$ cat config.mk
export PLATFORM = sky130hd
export DESIGN_NAME = ir_inverted_byte_pulse_encoder_top
export DESIGN_NICKNAME = d
export VERILOG_FILES = /design/src/irpe_pkg.sv /design/src/ir_inverted_byte_pulse_encoder_top.sv /design/src/irpe_seq.sv
export VERILOG_INCLUDE_DIRS = /design/src /design/src/src
export SDC_FILE = /design/constraint.sdc
export NUM_CORES = 1
export LEC_CHECK = 0
export ABC_CLOCK_PERIOD_IN_PS = 3200
export BUFFER_PORTS_ARGS = -buffer_cell sky130_fd_sc_hd__buf_4
export CAP_MARGIN = 20
export CORE_ASPECT_RATIO = 0.8
export CORE_MARGIN = 2
export CORE_UTILIZATION = 45
export DETAILED_ROUTE_END_ITERATION = 8
export GPL_ROUTABILITY_DRIVEN = 0
export PLACE_DENSITY_LB_ADDON = 0.15
export SLEW_MARGIN = 20
export SYNTH_ARGS = -nofsm -noshare
export SYNTH_HDL_FRONTEND = slang
export SYNTH_SLANG_ARGS = --single-unit
$ cat constraint.sdc
create_clock -name clock -period 3.2 [get_ports clock]
set_input_delay 0.32 -clock clock [delete_from_list [all_inputs] [get_ports clock]]
set_output_delay 0.32 -clock clock [all_outputs]
set_load 0.02 [all_outputs]
$ cat src/assert_macros.svh
// Assertion helpers used by the encoder sequencer.
`ifndef ASSERT_MACROS_SVH
`define ASSERT_MACROS_SVH

`ifndef SYNTH
// The property must hold at every clock edge outside of reset.
`define IRPE_ASSERT(lbl, clk, rst, prop) \
   lbl: assert property (@(posedge clk) disable iff (rst) (prop)) \
      else $error("assertion failed");
// The consequent must hold in the clock cycle after the antecedent.
`define IRPE_ASSERT_NEXT(lbl, clk, rst, ante, cons) \
   lbl: assert property (@(posedge clk) disable iff (rst) (ante) |=> (cons)) \
      else $error("assertion failed");
`else
`define IRPE_ASSERT(lbl, clk, rst, prop)
`define IRPE_ASSERT_NEXT(lbl, clk, rst, ante, cons)
`endif

`endif

$ cat src/irpe_pkg.sv
package irpe_pkg;

   typedef struct packed {
      logic        opcode;
      logic [63:0] payload;
      logic [6:0]  bit_count;
      logic [15:0] repeat_count;
   } irpe_req_type;

   typedef struct packed {
      logic [1:0] status;
      logic       ir_on;
      logic       busy_res;
      logic       done_res;
   } irpe_rsp_type;

   localparam logic OP_LOAD = 1'b0;
   localparam logic OP_TICK = 1'b1;

   localparam logic [1:0] STATUS_TICK   = 2'd0;
   localparam logic [1:0] STATUS_ACCEPT = 2'd1;
   localparam logic [1:0] STATUS_REJECT = 2'd2;

   // Segment lengths in protocol units.
   localparam logic [3:0] HDR_MARK_UNITS   = 4'd8;
   localparam logic [3:0] HDR_SPACE_UNITS  = 4'd8;
   localparam logic [3:0] BIT_MARK_UNITS   = 4'd1;
   localparam logic [3:0] ONE_SPACE_UNITS  = 4'd3;
   localparam logic [3:0] ZERO_SPACE_UNITS = 4'd1;
   localparam logic [3:0] FOOT_MARK_UNITS  = 4'd1;
   localparam logic [3:0] GAP_UNITS        = 4'd9;

endpackage

$ cat src/ir_inverted_byte_pulse_encoder_top.sv
// Pulse-distance infrared envelope encoder: a load item latches a message of up to MAX_BITS
// bits (a whole number of bytes) and a repeat count, and every tick item then advances the
// transmission by one protocol unit and returns the envelope level for that unit; each byte
// is sent MSB first followed by its complement, between an 8+8 unit header and a footer mark
// with a 9 unit gap. Every item, load or tick, produces exactly one result item. The block
// takes one item per clock cycle; a result appears in the output register in the cycle after
// its item is accepted, and the input stays ready as long as that register is empty or is
// being drained in the same cycle.
module ir_inverted_byte_pulse_encoder_top #(
   parameter int MAX_BITS = 64
) (
   input  logic                   clock,
   input  logic                   reset,
   input  logic                   req_valid,
   output logic                   req_ready,
   input  irpe_pkg::irpe_req_type req_data,
   output logic                   rsp_valid,
   input  logic                   rsp_ready,
   output irpe_pkg::irpe_rsp_type rsp_data
);
   import irpe_pkg::*;

   logic         step;
   logic         rsp_valid_ff, rsp_valid_in;
   irpe_rsp_type rsp_data_ff;
   irpe_rsp_type seq_rsp;

   assign req_ready    = !rsp_valid_ff || rsp_ready;
   assign step         = req_valid && req_ready;
   assign rsp_valid_in = step || (rsp_valid_ff && !rsp_ready);

   irpe_seq #(
      .MAX_BITS(MAX_BITS)
   ) u_seq (
      .clock (clock),
      .reset (reset),
      .step_i(step),
      .req_i (req_data),
      .rsp_o (seq_rsp)
   );

   always_ff @(posedge clock) begin
      if (reset) begin
         rsp_valid_ff <= 1'b0;
      end else begin
         rsp_valid_ff <= rsp_valid_in;
      end
   end

   always_ff @(posedge clock) begin
      if (step) begin
         rsp_data_ff <= seq_rsp;
      end
   end

   assign rsp_valid = rsp_valid_ff;
   assign rsp_data  = rsp_data_ff;

endmodule

$ cat src/irpe_seq.sv
`include "assert_macros.svh"

module irpe_seq #(
   parameter int MAX_BITS = 64
) (
   input  logic                  clock,
   input  logic                  reset,
   input  logic                  step_i,
   input  irpe_pkg::irpe_req_type req_i,
   output irpe_pkg::irpe_rsp_type rsp_o
);
   import irpe_pkg::*;

   localparam logic [2:0] PH_IDLE      = 3'd0;
   localparam logic [2:0] PH_HDR_MARK  = 3'd1;
   localparam logic [2:0] PH_HDR_SPACE = 3'd2;
   localparam logic [2:0] PH_BIT_MARK  = 3'd3;
   localparam logic [2:0] PH_BIT_SPACE = 3'd4;
   localparam logic [2:0] PH_FOOT_MARK = 3'd5;
   localparam logic [2:0] PH_GAP       = 3'd6;

   logic [MAX_BITS-1:0] held_payload_ff, held_payload_in;
   logic [6:0]  held_bit_count_ff, held_bit_count_in;
   logic [15:0] repeats_left_ff, repeats_left_in;
   logic [3:0]  byte_index_ff, byte_index_in;
   logic [2:0]  bit_index_ff, bit_index_in;
   logic        complement_ff, complement_in;
   logic [2:0]  phase_ff, phase_in;
   logic [3:0]  units_left_ff, units_left_in;

   logic        is_busy;
   logic        load_ok;
   logic [3:0]  byte_total;
   logic [3:0]  byte_sel;
   logic [3:0]  byte_next;
   logic [63:0] byte_window;
   logic [7:0]  seg_byte;
   logic        cur_bit;
   logic [3:0]  units_dec;

   // Bytes of the held message go out most significant first.
   always_comb begin
      byte_total  = held_bit_count_ff[6:3];
      byte_sel    = byte_total - 4'd1 - byte_index_ff;
      byte_window = 64'(held_payload_ff) >> {byte_sel[2:0], 3'b000};
      seg_byte    = byte_window[7:0] ^ {8{complement_ff}};
      cur_bit     = (byte_index_ff < byte_total) ? seg_byte[3'd7 - bit_index_ff] : 1'b0;
   end

   always_comb begin
      held_payload_in   = held_payload_ff;
      held_bit_count_in = held_bit_count_ff;
      repeats_left_in   = repeats_left_ff;
      byte_index_in     = byte_index_ff;
      bit_index_in      = bit_index_ff;
      complement_in     = complement_ff;
      phase_in          = phase_ff;
      units_left_in     = units_left_ff;
      rsp_o             = '0;
      is_busy           = phase_ff != PH_IDLE;
      load_ok           = 1'b0;
      units_dec         = units_left_ff - 4'd1;
      byte_next         = byte_index_ff + 4'd1;

      if (req_i.opcode == OP_LOAD) begin
         load_ok = !is_busy && (req_i.bit_count[2:0] == 3'd0)
                   && (req_i.bit_count <= 7'(MAX_BITS));
         if (load_ok) begin
            held_payload_in   = req_i.payload[MAX_BITS-1:0];
            held_bit_count_in = req_i.bit_count;
            repeats_left_in   = req_i.repeat_count;
            byte_index_in     = 4'd0;
            bit_index_in      = 3'd0;
            complement_in     = 1'b0;
            phase_in          = PH_HDR_MARK;
            units_left_in     = HDR_MARK_UNITS;
         end
         rsp_o.status   = load_ok ? STATUS_ACCEPT : STATUS_REJECT;
         rsp_o.busy_res = load_ok || is_busy;
      end else begin
         rsp_o.status = STATUS_TICK;
         if (is_busy) begin
            if (phase_ff > PH_GAP || units_left_ff == 4'd0) begin
               // Corrupt segment state: fall back to idle with a space.
               phase_in      = PH_IDLE;
               units_left_in = 4'd0;
            end else begin
               rsp_o.ir_on   = (phase_ff == PH_HDR_MARK) || (phase_ff == PH_BIT_MARK)
                               || (phase_ff == PH_FOOT_MARK);
               units_left_in = units_dec;
               if (units_dec == 4'd0) begin
                  case (phase_ff)
                     PH_HDR_MARK: begin
                        phase_in      = PH_HDR_SPACE;
                        units_left_in = HDR_SPACE_UNITS;
                     end
                     PH_HDR_SPACE: begin
                        byte_index_in = 4'd0;
                        bit_index_in  = 3'd0;
                        complement_in = 1'b0;
                        if (held_bit_count_ff >= 7'd8) begin
                           phase_in      = PH_BIT_MARK;
                           units_left_in = BIT_MARK_UNITS;
                        end else begin
                           phase_in      = PH_FOOT_MARK;
                           units_left_in = FOOT_MARK_UNITS;
                        end
                     end
                     PH_BIT_MARK: begin
                        phase_in      = PH_BIT_SPACE;
                        units_left_in = cur_bit ? ONE_SPACE_UNITS : ZERO_SPACE_UNITS;
                     end
                     PH_BIT_SPACE: begin
                        phase_in      = PH_BIT_MARK;
                        units_left_in = BIT_MARK_UNITS;
                        if (bit_index_ff != 3'd7) begin
                           bit_index_in = bit_index_ff + 3'd1;
                        end else if (!complement_ff) begin
                           bit_index_in  = 3'd0;
                           complement_in = 1'b1;
                        end else begin
                           bit_index_in  = 3'd0;
                           complement_in = 1'b0;
                           byte_index_in = byte_next;
                           if (byte_next >= byte_total) begin
                              phase_in      = PH_FOOT_MARK;
                              units_left_in = FOOT_MARK_UNITS;
                           end
                        end
                     end
                     PH_FOOT_MARK: begin
                        phase_in      = PH_GAP;
                        units_left_in = GAP_UNITS;
                     end
                     default: begin
                        if (repeats_left_ff != 16'd0) begin
                           repeats_left_in = repeats_left_ff - 16'd1;
                           phase_in        = PH_HDR_MARK;
                           units_left_in   = HDR_MARK_UNITS;
                        end else begin
                           phase_in       = PH_IDLE;
                           rsp_o.done_res = 1'b1;
                        end
                     end
                  endcase
               end
            end
         end
         rsp_o.busy_res = phase_in != PH_IDLE;
      end
   end

   always_ff @(posedge clock) begin
      if (reset) begin
         held_payload_ff   <= '0;
         held_bit_count_ff <= '0;
         repeats_left_ff   <= '0;
         byte_index_ff     <= '0;
         bit_index_ff      <= '0;
         complement_ff     <= 1'b0;
         phase_ff          <= PH_IDLE;
         units_left_ff     <= '0;
      end else if (step_i) begin
         held_payload_ff   <= held_payload_in;
         held_bit_count_ff <= held_bit_count_in;
         repeats_left_ff   <= repeats_left_in;
         byte_index_ff     <= byte_index_in;
         bit_index_ff      <= bit_index_in;
         complement_ff     <= complement_in;
         phase_ff          <= phase_in;
         units_left_ff     <= units_left_in;
      end
   end

   `IRPE_ASSERT(a_idle_no_units, clock, reset, (phase_ff == PH_IDLE) == (units_left_ff == 4'd0))
   `IRPE_ASSERT(a_held_count_legal, clock, reset, held_bit_count_ff[2:0] == 3'd0 && held_bit_count_ff <= 7'(MAX_BITS))
   `IRPE_ASSERT(a_byte_in_range, clock, reset, !(phase_ff == PH_BIT_MARK || phase_ff == PH_BIT_SPACE) || byte_index_ff < held_bit_count_ff[6:3])
   `IRPE_ASSERT_NEXT(a_done_goes_idle, clock, reset, step_i && rsp_o.done_res, phase_ff == PH_IDLE)

endmodule
; After elaboration in Yosys (flattened, before gate mapping)
; Cells that the tools add are included.
; Widths: inputs -> output; s select.
[word_totals]
input_bits = 92
out_inout_bits = 7
ff_bits = 108
[classes]
n_bitwise = 4
n_mux = 56
shift = 1
n_eq_ne = 14
n_lt_le_gt_ge = 6
reduce_logical = 31
addsub = 7
[op_table]
columns = op, n
row1 = $mux 16, 7
row2 = $shr 64x6->8, 1
row3 = $mux 4, 13
row4 = $mux 3, 16
row5 = $pmux 4 s4, 1
row6 = $reduce_bool 16->1, 1
row7 = $sub 16x1->16 const B, 1
row8 = $pmux 3 s5, 1
row9 = $reduce_and 7->1, 2
row10 = $mux 1, 12
row11 = $reduce_or 9->1, 1
row12 = $logic_not 4->1, 2
row13 = $pmux 4 s2, 1
row14 = $reduce_and 8->1, 1
row15 = $xor 8x8->8, 1
row16 = $ge 7x4->1 const B, 1
row17 = $le 7x7->1 const B, 1
row18 = $eq 3x2->1 const B, 2
row19 = $eq 3x3->1 const B, 2
row20 = $logic_or 1x1->1, 6
row21 = $ne 2x1->1 const B, 3
row22 = $ne 3x3->1 const B, 2
row23 = $pmux 3 s2, 1
row24 = $reduce_and 3->1, 2
row25 = 28 further kinds, 38

; Depth between registers and ports, before layout
; Gate-level depths: netlist of the first run.
[depth]
depth_word = 13
mapped_depth = 14
mapped_depth_nobuf = 13

; Modules after synthesis
; From an unflattened synthesis of the first run, not the netlist that was laid out.
[hier_totals]
hier_cells = 693
hier_area_um2 = 5651.7
[by_module_without_submodules]
columns = mod, instances, cells_each, area_per_inst_um2
row1 = irpe_seq, 1, 683, 5446.5
row2 = ir_inverted_byte_pulse_encoder_top, 1, 10, 205.2

; Worst setup path before layout of the first run
; Ideal clock, no wire load.
[synth_timing]
path_kind = register -> register
start = reg u_seq.byte_index_ff[0]
end = reg u_seq.units_left_ff[1]
setup_ps = 79
path_slack_ps = 490
path_buffers = 1
stages_incl_launch_ff = 15
period_less_slack_ps = 2710
arrival_ps = 2631
path_cell_list = dfxtp_1 inv_1 ha_1 inv_1 fa_1 xnor2_2 nor2b_1 buf_4 a22o_1 a2111oi_2 o21ai_1 nand4_1 xnor2_1 or4_1 o211ai_1
[synth_between]
elab_chain_cells = 12
[synth_rtl]
columns = item, line_no
row1 = "start, declared", irpe_seq.sv:25  ; logic [3:0] byte_index_ff, byte_index_in;
row2 = "start signal, assigned", irpe_seq.sv:167  ; byte_index_ff <= byte_index_in;
row3 = $sub 3x3->3, irpe_seq.sv:44  ; byte_sel = byte_total - 4'd1 - byte_index_ff;
row4 = $shr 64x6->8, irpe_seq.sv:45  ; byte_window = 64'(held_payload_ff) >> {byte_sel[2:0], 3'b000};
row5 = $xor 8x8->8, irpe_seq.sv:46  ; seg_byte = byte_window[7:0] ^ {8{complement_ff}};
row6 = $bmux 1 s3, irpe_seq.sv:47  ; cur_bit = (byte_index_ff < byte_total) ? seg_byte[3'd7 - bit_index_ff] : 1'b0;
row7 = $mux 1 (implied by the code), irpe_seq.sv:47
row8 = $mux 1 *, irpe_seq.sv:47
row9 = $mux 2 *, irpe_seq.sv:111  ; units_left_in = cur_bit ? ONE_SPACE_UNITS : ZERO_SPACE_UNITS;
row10 = $pmux 4 s4 *, irpe_seq.sv:92  ; case (phase_ff)
row11 = $mux 4 *, irpe_seq.sv:91  ; if (units_dec == 4'd0) begin
row12 = $mux 4 *, irpe_seq.sv:83  ; if (phase_ff > PH_GAP || units_left_ff == 4'd0) begin
row13 = $mux 4 *, irpe_seq.sv:82  ; if (is_busy) begin
row14 = $mux 4 *, irpe_seq.sv:65  ; if (req_i.opcode == OP_LOAD) begin
row15 = "end signal, assigned", irpe_seq.sv:171  ; units_left_ff <= units_left_in;
row16 = "end, declared", irpe_seq.sv:29  ; logic [3:0] units_left_ff, units_left_in;
; Every way passes the cells marked *; elsewhere a longest branch is shown, timed or not. The select of a mux whose other input is x is not followed.
; A chain may end at the register's enable or synchronous reset.

; Worst setup path after layout of the first run
; Same ends and word-level chain as after synthesis.

==> summary by stage, run 1 <==
Logic synthesis
By area the synthesized netlist is led by dfxtp_1 36%, nand2_1 12%, a21oi_1 9.2%, mux2i_1 4.3%, ha_1 3.8%. The total standard cell area after synthesis is 5630 µm². The synthesized area divided by synthesized cell count is 7.78 µm². The synthesized design contains 5 enable-type register cells.

The cell with the most instances after synthesis is nand2_1. The distinct cell type count of the synthesized netlist is 70. The gate count of the mapped netlist is 724. The area fraction of the dominant cell type after synthesis is 0.356. The net count after synthesis is about 830. The share of the Yosys chip area taken by registers is 0.382. The fraction of synthesis flops using an asynchronous set or reset pin is 0. The biggest area contributor in the post-synthesis netlist is dfxtp_1. After synthesis, the most frequently instantiated cells are 183 x nand2_1, 104 x a21oi_1, 100 x dfxtp_1.

The synthesized flop and latch total is 105. The flip-flop cell with the highest count after synthesis is dfxtp_1. During synthesis, Yosys emitted a total of 0 warnings.

Setup path
The source of the worst register-to-register timing path is u_seq.byte_index_ff[0]. The worst endpoint data arrival time is 3300 ps. Setup slack on the worst reg-to-reg path comes out at 170 ps.

Data on the critical path is required at its endpoint by 3470 ps. STA classifies the critical path endpoint as a register. The startpoint-to-endpoint class of the critical path is register to register. Along the worst path, the maximum fanout reaches 5. In this run the worst setup path begins at u_seq.byte_index_ff[0]. The worst setup path is launched from a register.

Drt
In the routed design, unresolved DRC markers number 0. The total number of vias is roughly 5300. The detailed router's first-iteration violation count is 479. Dividing the detail-routed via count by the number of cells gives 5.42. The number of nets with antenna violations after detailed routing is 0.

The detailed-router iteration count before antenna repair is 5. After detailed routing, the average wire length per cell comes to 14.9 µm. The final layout contains routed wiring with a total length of about 15000 µm.

STA
The final count of hold timing violations came to 0. The aggregate negative setup slack is 0 ps. The transition time at the pin with the least slew margin is 1060 ps. The number of setup violations in the final report is 0. The final setup skew is 4.97 ps. The normalized max-slew margin is 0.294.

The number of max-slew violations in the final report is 0. Derived from the worst setup path, the maximum achievable clock frequency is 330 MHz. The post-layout minimum cycle time is 3030 ps. The post-route fraction of the period consumed by the critical path is 0.946.

Power
The post-route total power is 0.00272 W. The standby leakage power is 2.46 nW. The areal power density over the cells is 399 nW/µm². The worst voltage drop across the vdd grid is 0.271 mV.

Floorplan
The total die area is 13400 µm². The floorplan has 36 rows. From bottom edge to top edge, the die measures 104 µm.

The die is 129 µm wide. The initial standard-cell utilization of the core is 0.461. During I/O placement, the number of pins put on the boundary was 99.

The floorplan step defined a core boundary enclosing 12200 µm².

CTS
For this design, the sink count on the clock tree is 105. The number of clock buffers added by TritonCTS is 9. The later-pin clock latency in the skew report is 350 ps. The longest clock path from root to sink contains 2 buffers. Clock-pin slew was measured on the worst setup and hold paths at 70 ps. TritonCTS built the clock tree. The H-tree depth is 3. CTS placed an instance of clkbuf_16 at the clock tree root. The hold buffer count at cts is 0.

Run
Across the run, the number of max-cap violations was 0.

Global route
The initial antenna violation count is 0. The total overflow left after global routing is 0. The first global-routing pass estimated between 20000 and 25000 µm of wire. The via count of the first global-routing pass came to 4926. The maximum number of pins on one net before global-route repair is 100.

For this run, the total global-route usage over all layers was measured as 0.222.

Placement
The count of port buffers added during placement is 98. The HPWL after detailed placement is 10600 µm.

Cells and area
In the final layout, the share of cells above drive strength 1 is 0.195. The growth of design area from synthesis to finish is 21.4%. The number of inserted diodes is 0. The number of nets in the finished design is 916.

Min path
In this run the most critical hold path is launched from req_data[50]. The tightest min-delay check is of the input pin to register type.

Run status
The run finished with clean final reports.
[sequential cells by signal (all words and copies together) (netlist names)]
| register | flops |
|---|---|
| rsp_data | 5 |
| rsp_valid | 1 |
| u_seq.bit_index_ff | 3 |
| u_seq.byte_index_ff | 4 |
| u_seq.complement_ff | 1 |
| u_seq.held_bit_count_ff | 4 |
| u_seq.held_payload_ff | 64 |
| u_seq.phase_ff | 3 |
| u_seq.repeats_left_ff | 16 |
| u_seq.units_left_ff | 4 |
[final cells by class]
| type | instances | area (µm²) |
|---|---|---|
| Clock buffer | 9 | 225 |
| Clock inverter | 7 | 85.1 |
| Fill cell | 1138 | 5370 |
| Inverter | 19 | 71.3 |
| Multi-Input combinational cell | 552 | 3180 |
| Sequential cell | 105 | 2150 |
| Tap cell | 171 | 214 |
| Timing Repair Buffer | 119 | 906 |
[power by group]
group / internal, W / switching, W / leakage, nW / total (W)
Combinational: 0.000118 / 0.000115 / 1.46 / 0.000233
Clock: 0.000623 / 0.000533 / 0.146 / 0.00116
Sequential: 0.00133 / 0.00000793 / 0.856 / 0.00134
[cells in the final DEF (no fill, tap or decap), types with 3 or more instances in the layout]
cell       Yosys  layout
nor4_1         8       8
nand2_1      183     182
dfxtp_1      100     100
o21ai_0       24      24
or3_1          3       3
or4_1          4       4
buf_4          4     117
clkbuf_16      0       9
o22ai_1        3       3
o2bb2ai_1      3       3
nor3_2         2       3
inv_1         17      17
nor3_1        12      11
a221oi_1       4       4
nand2b_1      10      10
a21oi_1      104     104
mux2_2         5       5
o21a_1         3       3
o21ai_1        4       4
xnor2_1        4       4
o211ai_1       5       5
nor2_1        40      40
a22oi_1       14      14
nor2b_1        8       8
nand4b_1       3       3
edfxtp_1       5       5
a211oi_1       4       4
mux2i_1       24      24
ha_1          17      17
nand3_1       12      12
and2_1         3       3
[worst max-delay path, cell delays in order, from the launching register on]
cell       delay [ps]
dfxtp_1           400
inv_1             100
ha_1              210
inv_1              80
fa_2              450
buf_4             180
mux2i_1           120
a22o_1            240
a2111oi_2         370
o21ai_1           120
nand4_1           130
xnor2_1            70
or4_1             390
o211ai_1          100
[per-layer routing]
metal / track usage / routed length [µm] / vias up
li1: - / - / 2692
met1: 0.343 / 7320 / 2443
met2: 0.322 / 6270 / 184
met3: 0.0391 / 931 / 8
met4: 0.0443 / 80 / 0
met5: 0 / 0 / -
[cells by family (layout without fill, tap and decap cells)]
group | Yosys count | after routing | share of synthesized area
AO/OA/AOI/OAI | 198 | 198 | 0.216
adder cells (fa/ha/maj) | 18 | 18 | 0.0413
AND/OR/NAND/NOR | 300 | 300 | 0.239
buffers and inverters | 67 | 154 | 0.0562
multiplexers | 29 | 29 | 0.0527
XOR/XNOR | 7 | 7 | 0.0122
flip-flops | 105 | 105 | 0.382
[final timing paths]
path | to | depth (start not counted)
worst min-delay path | u_seq.held_payload_ff[27] | 3
worst max register to register | u_seq.units_left_ff[1] | 13
worst min register to register | u_seq.held_payload_ff[7] | 2
worst max-delay path | u_seq.units_left_ff[1] | 13
[what timing repair did]
| item | 4_1_cts | 5_1_grt |
|---|---|---|
| endpoints found under the setup margin | 0 | 1 |
| buffers inserted | 0 | 6 |
| resized for setup | 0 | 2 |
[stage by stage]
| stage | util | setup WS [ps] | instances | area [µm²] | hold slack [ps] |
|---|---|---|---|---|---|
| 2_1_floorplan | - | 490 | 724 | 5630 | 432 |
| 3_3_place_gp | 0.530 | 252 | 960 | 6470 | 447 |
| 3_5_place_dp | 0.530 | 134 | 960 | 6470 | 447 |
| 4_1_cts | 0.555 | 123 | 976 | 6780 | 202 |
| 5_1_grt | 0.560 | -4.55 | 982 | 6840 | 212 |
| 6_report | 0.560 | 173 | 982 | 6840 | 213 |
Note: power is estimated with default switching activity, not from simulation.
==> run 2, diff against run 1 <==
--- a/config.mk
+++ b/config.mk
@@ -6,7 +6,7 @@
 export SDC_FILE = /design/constraint.sdc
 export NUM_CORES = 1
 export LEC_CHECK = 0
-export ABC_CLOCK_PERIOD_IN_PS = 3200
+export ABC_CLOCK_PERIOD_IN_PS = 2440
 export BUFFER_PORTS_ARGS = -buffer_cell sky130_fd_sc_hd__buf_4
 export CAP_MARGIN = 20
 export CORE_ASPECT_RATIO = 0.8
@@ -14,7 +14,7 @@
 export CORE_UTILIZATION = 45
 export DETAILED_ROUTE_END_ITERATION = 8
 export GPL_ROUTABILITY_DRIVEN = 0
-export PLACE_DENSITY_LB_ADDON = 0.15
+export PLACE_DENSITY = 0.8
 export SLEW_MARGIN = 20
 export SYNTH_ARGS = -nofsm -noshare
 export SYNTH_HDL_FRONTEND = slang
==> constraint.sdc (replaced) <==
create_clock -name clock -period 2.44 [get_ports clock]
set_input_delay 0.244 -clock clock [delete_from_list [all_inputs] [get_ports clock]]
set_output_delay 0.244 -clock clock [all_outputs]
set_load 0.02 [all_outputs]
==> run 2 against run 1 <==
  * The run now ends with setup timing left
  * Via count up 3.5%
  * Flip-flop and latch count unchanged
  * Final area rose by 6.4%
  * Final cell count increased by 3.7%
  * Largest power group unchanged
  * Critical path type unchanged
  * Critical path depth stayed put
  * Clock power grew 22%
  * Sequential power rose by 31%
==> summary by stage, run 2 (synthesized netlist as in run 1, its figures left out) <==
CTS
The number of setup buffers added after CTS is 0. The H-tree depth is 3. The clock sink count is approximately 110.

The number of hold buffers added after CTS was 0. The root buffer cell chosen for the clock tree is clkbuf_16. At the later pin of the worst-skew pair, clock insertion delay measures 350 ps. The clock edge transition at the registers on the reported setup and hold paths is 70 ps.

The CTS buffer count is 9. TritonCTS built the clock tree. The number of buffers between clock root and the deepest sink is 2.

Placement
The pre-CTS setup slack is -330 ps. Buffers placed on the I/O ports in this run total 98. Summed over all nets, the half-perimeter wirelength after detailed placement is about 11000 µm.

Floorplan
For this configuration, the core starts out at a cell density of 0.461. The die covers 13400 µm². The height of the die is 104 µm. The floorplan step defined a core boundary enclosing 12200 µm². For this design the top-level I/O count stands at 99.

The row count is 36. From left edge to right edge, the die measures 129 µm.

Drt
In the final routed layout, each cell accounts on average for ~15 µm. For this run, design rule violations remaining after detail routing come to 0. The detailed-router iteration count before antenna repair is 5. The number of nets with antenna violations after detailed routing is 0. The final wirelength is 15200 µm. The detailed router's first-iteration violation count is ~460. The total number of vias is roughly 5500. The routed via count divided by cell count is 5.42.

Cells and area
The fraction of final layout cells sized beyond drive strength 1 is 0.261. The register with the most flip-flops in the layout has 64 of them. The number of inserted diodes is 0. The area growth from synthesis to layout is 29.2%. Ranked by flip-flop count, first place goes to u_seq.held_payload_ff. Counting the fill cells in the layout gives 1054.

The top cell types in the final layout, fill and taps aside, are 182 x nand2_1, 148 x buf_4, 102 x a21oi_1. The number of nets in the finished design is 952. Leaving out fill and tap cells, the most frequent cell in the layout is nand2_1.

Global route
The via count of the first global-routing pass is slightly above 5000. The initial antenna violation count is 0. The first global-routing pass estimated 25000 µm of wire. The total overflow left after global routing is 0. Entering global routing, the biggest net connects 70 pins.

The global-route usage over all layers is 0.230.

Setup path
The worst endpoint data arrival time is about 3000 ps. Along the worst path, the maximum fanout reaches 17. Walking the worst path, the cells encountered are inv_2 -> ha_1 -> inv_1 -> fa_2 -> buf_12 -> buf_6 -> mux2i_2 -> a21oi_2 -> o211ai_1 -> nand4_1 -> xnor2_1 -> or4_1 -> o211ai_1. In this design, the largest share of critical-path delay is due to adder cells.

The reg-to-reg setup timing slack is -330 ps. The source of the worst register-to-register timing path is u_seq.byte_index_ff[0]. STA classifies the critical path startpoint as a register.

Counting stages on the worst path, the most repeated cell is o211ai_1. By startpoint and endpoint, the worst setup path is classified as register to register. The end of the worst register-to-register path is u_seq.units_left_ff[1].

The worst setup path endpoint is u_seq.units_left_ff[1]. Among all stages on the critical path, the largest delay is contributed by fa_2. In this design, the stage delay of the slowest critical-path cell is 630 ps. Counting both buffers and inverters, the worst setup path holds a total of 4.

STA classifies the critical path endpoint as a register. The logic depth of the worst register-to-register path is 13. The most critical setup path has its startpoint at u_seq.byte_index_ff[0]. STA puts the critical path data required time at 2720 ps.

The number of gates on the worst path with buffers counted is 13.

STA
Dividing the final minimum period by the clock period gives 1.14. For the final database, setup skew stands at 5.87 ps. The number of max-slew violations in the final report was 0. Setup violations remaining at the end of the flow were counted as 1. The final count of hold timing violations is 0.

The routed design could run at a clock period as short as 2770 ps. After layout, the worst setup slack is -330 ps. Based on the critical path, the design can be clocked at up to 361 MHz. Setup repair after global routing could not meet its margin everywhere. The transition time at the pin with the least slew margin is 384 ps.

The worst hold slack is between 100 and 150 ps. The normalized max-slew margin is 0.742.

Power
The worst voltage drop across the vdd grid is 0.374 mV. The standby leakage power is between 2 and 3 nW. Dividing total power by cell area gives a power density of 480 nW/µm².

The post-route total power is 0.00349 W.

Min path
In this run the worst hold path is classified as input pin to register. The startpoint identified for the worst hold timing path is req_data[50]. The hold path depth is 3.

Run status
The flow ran to the end, but the final reports show violations. The final reports fail on setup timing.

Run
Across the run, the number of max-cap violations was 0.
-- run 2: through the flow --
stage | utilization | cell area (µm²) | TNS (ps) | instances
finish | 0.596 | 7270 | -330 | 1018
detailed placement | 0.560 | 6840 | -531 | 1002
global placement | 0.560 | 6840 | -330 | 1002
floorplan | - | 5640 | -168 | 724
CTS | 0.586 | 7150 | -352 | 1018
global route | 0.596 | 7270 | -792 | 1018
-- run 2: worst min path at each step --
stage,end
6_report,u_seq.held_payload_ff[27]
3_3_place_gp,u_seq.held_payload_ff[10]
5_1_grt,u_seq.held_payload_ff[13]
4_1_cts,u_seq.held_payload_ff[26]
2_1_floorplan,u_seq.held_bit_count_ff[3]
3_5_place_dp,u_seq.held_payload_ff[1]
-- run 2: what timing repair did --
action,in CTS,in global routing
hold endpoints to repair,0,0
endpoints found under the setup margin,6,24
gates resized for setup,5,28
pin swaps,2,12
-- run 2: area by class of cell --
class                      count  area (µm²)  area share
timing repair buffer         155        1230       0.170
clock inverter                 7        67.6     0.00929
clock buffer                   9         225      0.0310
multi-input combinational    552        3310       0.454
tap                          171         214      0.0294
inverter                      19        71.3     0.00980
sequential                   105        2160       0.297
-- run 2: worst register-to-register path: stages (launching register included) --
cell and delay, ps:
dfxtp_2 320, inv_2 50, ha_1 150, inv_1 60, fa_2 630, buf_12 200
buf_6 120, mux2i_2 230, a21oi_2 90, o211ai_1 90, nand4_1 130, xnor2_1 140
or4_1 400, o211ai_1 90
-- run 2: per-layer routing --
layer	global-route usage	vias to the layer above	wire (µm)
met1	0.353	2557	7570
met3	0.0355	11	910
met5	0	-	0
met2	0.334	181	6500
met4	0.0559	0	189
li1	-	2765	-
-- run 2: power by group --
part / switching [W] / internal (W)
Combinational: 0.000158 / 0.000172
Sequential: 0.00000985 / 0.00174
Clock: 0.000698 / 0.000714
==> run 3, diff against run 2 <==
--- a/config.mk
+++ b/config.mk
@@ -6,7 +6,7 @@
 export SDC_FILE = /design/constraint.sdc
 export NUM_CORES = 1
 export LEC_CHECK = 0
-export ABC_CLOCK_PERIOD_IN_PS = 2440
+export ABC_CLOCK_PERIOD_IN_PS = 2720
 export BUFFER_PORTS_ARGS = -buffer_cell sky130_fd_sc_hd__buf_4
 export CAP_MARGIN = 20
 export CORE_ASPECT_RATIO = 0.8
@@ -14,7 +14,7 @@
 export CORE_UTILIZATION = 45
 export DETAILED_ROUTE_END_ITERATION = 8
 export GPL_ROUTABILITY_DRIVEN = 0
-export PLACE_DENSITY = 0.8
+export PLACE_DENSITY = 0.77
 export SLEW_MARGIN = 20
 export SYNTH_ARGS = -nofsm -noshare
 export SYNTH_HDL_FRONTEND = slang
==> constraint.sdc (replaced) <==
create_clock -name clock -period 2.72 [get_ports clock]
set_input_delay 0.272 -clock clock [delete_from_list [all_inputs] [get_ports clock]]
set_output_delay 0.272 -clock clock [all_outputs]
set_load 0.02 [all_outputs]
==> run 3 against run 2 <==
  * Non-clock buffer count down 22
  * Worst hold slack better by 15 ps
  * The flow still finishes with violations (setup timing)
  * Critical path depth up 1
  * Flip-flop and latch count unchanged
  * Core utilization down 1.8 points
  * First-iteration DRC count up 8.4%
  * Count of clock-buffer cells in the layout unchanged
  * Sequential share of layout area up 0.86 points
  * Via count down 2.2%
  * Sequential power down 10%
  * Die area unchanged
==> summary by stage, run 3 (synthesized netlist as in run 1, its figures left out) <==
Run status
The flow ran to the end, but the final reports show violations. The checks that failed: setup timing.

CTS
Clock tree synthesis selected as its root buffer the cell clkbuf_16. Buffers inserted to repair hold after CTS numbered 0. The number of buffers between clock root and the deepest sink is 2. Clock-pin slew was measured on the worst setup and hold paths at 80 ps. The clock sink count is ~110.

The H-tree depth is 3. Clock latency on the worst-skew pair, taken at its later pin, is 360 ps. Counting the buffers created by CTS gives 9. TritonCTS built the clock tree.

Min path
The sink of the worst hold path is u_seq.held_payload_ff[29]. The class of the worst hold path is input pin to register. Counting instances, the worst hold path has a depth of 3. The origin of the worst min-delay path is req_data[52].

Cells and area
The library cells used most frequently in the layout, excluding fill and tap cells, are 182 x nand2_1, 122 x buf_4, 104 x a21oi_1. The growth of design area from synthesis to finish is 25.4%. The largest register by flop count is u_seq.held_payload_ff. The number of nets in the finished design is 930. Leaving out fill and tap cells, the most frequent cell in the layout is nand2_1. Of the cells placed in the final design, the portion with a size suffix greater than 1 is 0.228. The register area is 2150 µm². The filler cell count in the final layout is 1134. The utilization after layout is 0.578. The multi-input combinational cells in the finished layout cover a total of 3250 µm².

The number of inserted diodes is 0. The register with the most flip-flops in the layout has 64 of them.

Drt
Dividing the detail-routed via count by the number of cells gives 5.42. The routed layout has ~5400 vias. After detailed routing, the met3 layer carries 977 µm of wire.

The wire length on met1 is 7390 µm. The detailed-router iteration count before antenna repair is 9. The DRC violations left is 0. After the first detailed-routing iteration, the DRC count stood at 503. The highest layer used for signal routing is met4. Detailed routing placed a total of 6310 µm of wire on met2.

Dividing the detail-routed wire length by the instance count gives 14.9 µm. The final wirelength is approximately 15000 µm. The number of nets with antenna violations after detailed routing is 0.

Global route
Entering global routing, the biggest net connects 100 pins. The initial antenna violation count came to 0. The wire length of the first global-routing pass is approximately 24000 µm. The via count of the first global-routing pass is 4831. For this run the aggregate overflow at the end of global routing stands at 0. In the global route stage, overall resource usage came out at 0.221.

Setup path
The setup check on the worst reg-to-reg path leaves a slack of -90 ps. On the worst path, the slowest cell contributes a delay of 570 ps. The worst register-to-register path has a depth of 14. Data arrives at the worst endpoint at 3050 ps.

The critical path in this run is classified as register to register. The slowest cell on the critical path is fa_2. The sum of buffers and inverters on the critical path is 4. The number of gates on the worst path with buffers counted is 14. The most numerous cell type found on the critical path is a221oi_2. Among cell families on the critical path, the largest total delay comes from adder cells. The worst setup path is captured at a register. In this run the critical register-to-register path is launched from u_seq.byte_index_ff[0]. Of all nets on the critical path, the largest fanout is 9. The launching element type of the critical path is a register. Data on the critical path is required at its endpoint by 2960 ps. The end of the worst register-to-register path is u_seq.units_left_ff[1]. Walking the worst path, the cells encountered are inv_2 -> ha_2 -> inv_1 -> fa_2 -> buf_12 -> buf_6 -> mux2i_2 -> a221oi_2 -> nand2_1 -> a21boi_1 -> nand3_1 -> xor2_1 -> a221oi_2 -> o211ai_1.

STA
The post-route fraction of the period consumed by the critical path is 1.03. The final count of hold timing violations is 0. The transition time at the pin with the least slew margin is 1060 ps.

Headroom to the max-slew limit came out at 0.296. The final setup skew is approximately 14 ps. The number of max-slew violations in the final report is 0. Setup repair after global routing could not meet its margin everywhere. The worst hold slack is 149 ps. Setup violations remaining at the end of the flow were counted as 1. The post-layout minimum cycle time is 2810 ps. After layout, the worst setup slack is -89.7 ps.

Timing would allow up to 356 MHz.

Floorplan
In this run the standard cell core region covers 12200 µm². The floorplan step defined a die boundary enclosing roughly 13000 µm². The I/O pin count is 99. After floorplanning, the core was divided into 36 placement rows. Measured along the x axis, the die boundary spans 129 µm. The height of the die is 104 µm. The initial standard-cell utilization of the core is 0.461.

Power
The worst-case IR drop observed on VDD is 0.374 mV. For this design the ratio of total power to cell area is about 450 nW/µm². Summed over all cells, the static leakage comes to 2.56 nW.

Placement
Buffers placed on the I/O ports in this run total between 90 and 100. The estimated wirelength of the detail-placed design is 10500 µm.

Run
The count of maximum capacitance violations is 0.
-- run 3: how the worst max path moves through the flow --
stage	end	from	slack (ps)
2_1_floorplan	u_seq.units_left_ff[1]	u_seq.byte_index_ff[0]	10
6_report	u_seq.units_left_ff[1]	u_seq.byte_index_ff[0]	-90
5_1_grt	u_seq.units_left_ff[1]	u_seq.byte_index_ff[0]	-210
3_3_place_gp	u_seq.units_left_ff[1]	u_seq.byte_index_ff[0]	-10
3_5_place_dp	u_seq.units_left_ff[1]	u_seq.byte_index_ff[0]	-70
4_1_cts	u_seq.units_left_ff[1]	u_seq.byte_index_ff[0]	-40
-- run 3: power by group --
part,switching (W),leakage [nW],total (W),internal (W)
Sequential,0.00000912,0.857,0.00157,0.00156
Clock,0.000648,0.139,0.00129,0.000647
Combinational,0.000139,1.57,0.000285,0.000146
Total,0.000795,2.56,0.00315,0.00236
-- run 3: layout make-up --
class	instances	share of cell area
multi-input cells	552	0.461
flip-flops and latches	105	0.305
repair buffers	133	0.152
clock buffers	9	0.0319
well taps	171	0.0303
clock inverters	7	0.0101
inverters	19	0.0101
-- run 3: routing by layer --
metal,global-route usage,vias to the layer above
met4,0.0598,0
met3,0.0504,18
met5,0,-
li1,-,2714
met2,0.313,193
met1,0.333,2469
-- run 3: repair_timing --
item	in CTS	in global routing
setup endpoints to repair	1	11
endpoints found under the hold margin	0	0
gates resized for setup	10	23
setup buffers	2	1
pin swaps	4	7
-- run 3: metrics by stage --
step	instance area [µm²]	instances	power [W]	TNS, ps	worst slack, ps
after floorplan	5630	724	0.00174	0	10.3
after global placement	6610	977	0.00188	-13.1	-13.1
after detailed placement	6610	977	0.00188	-70.2	-70.2
after CTS	6960	995	0.00317	-44.5	-44.5
after global routing	7060	996	0.00326	-221	-209
final	7060	996	0.00315	-89.7	-89.7
-- run 3: worst register-to-register path, cell delays in order (launching register included) --
cell and delay [ps]:
dfxtp_2 330, inv_2 50, ha_2 160, inv_1 50, fa_2 570, buf_12 130
buf_6 160, mux2i_2 290, a221oi_2 130, nand2_1 70, a21boi_1 150, nand3_1 100
xor2_1 160, a221oi_2 230, o211ai_1 100
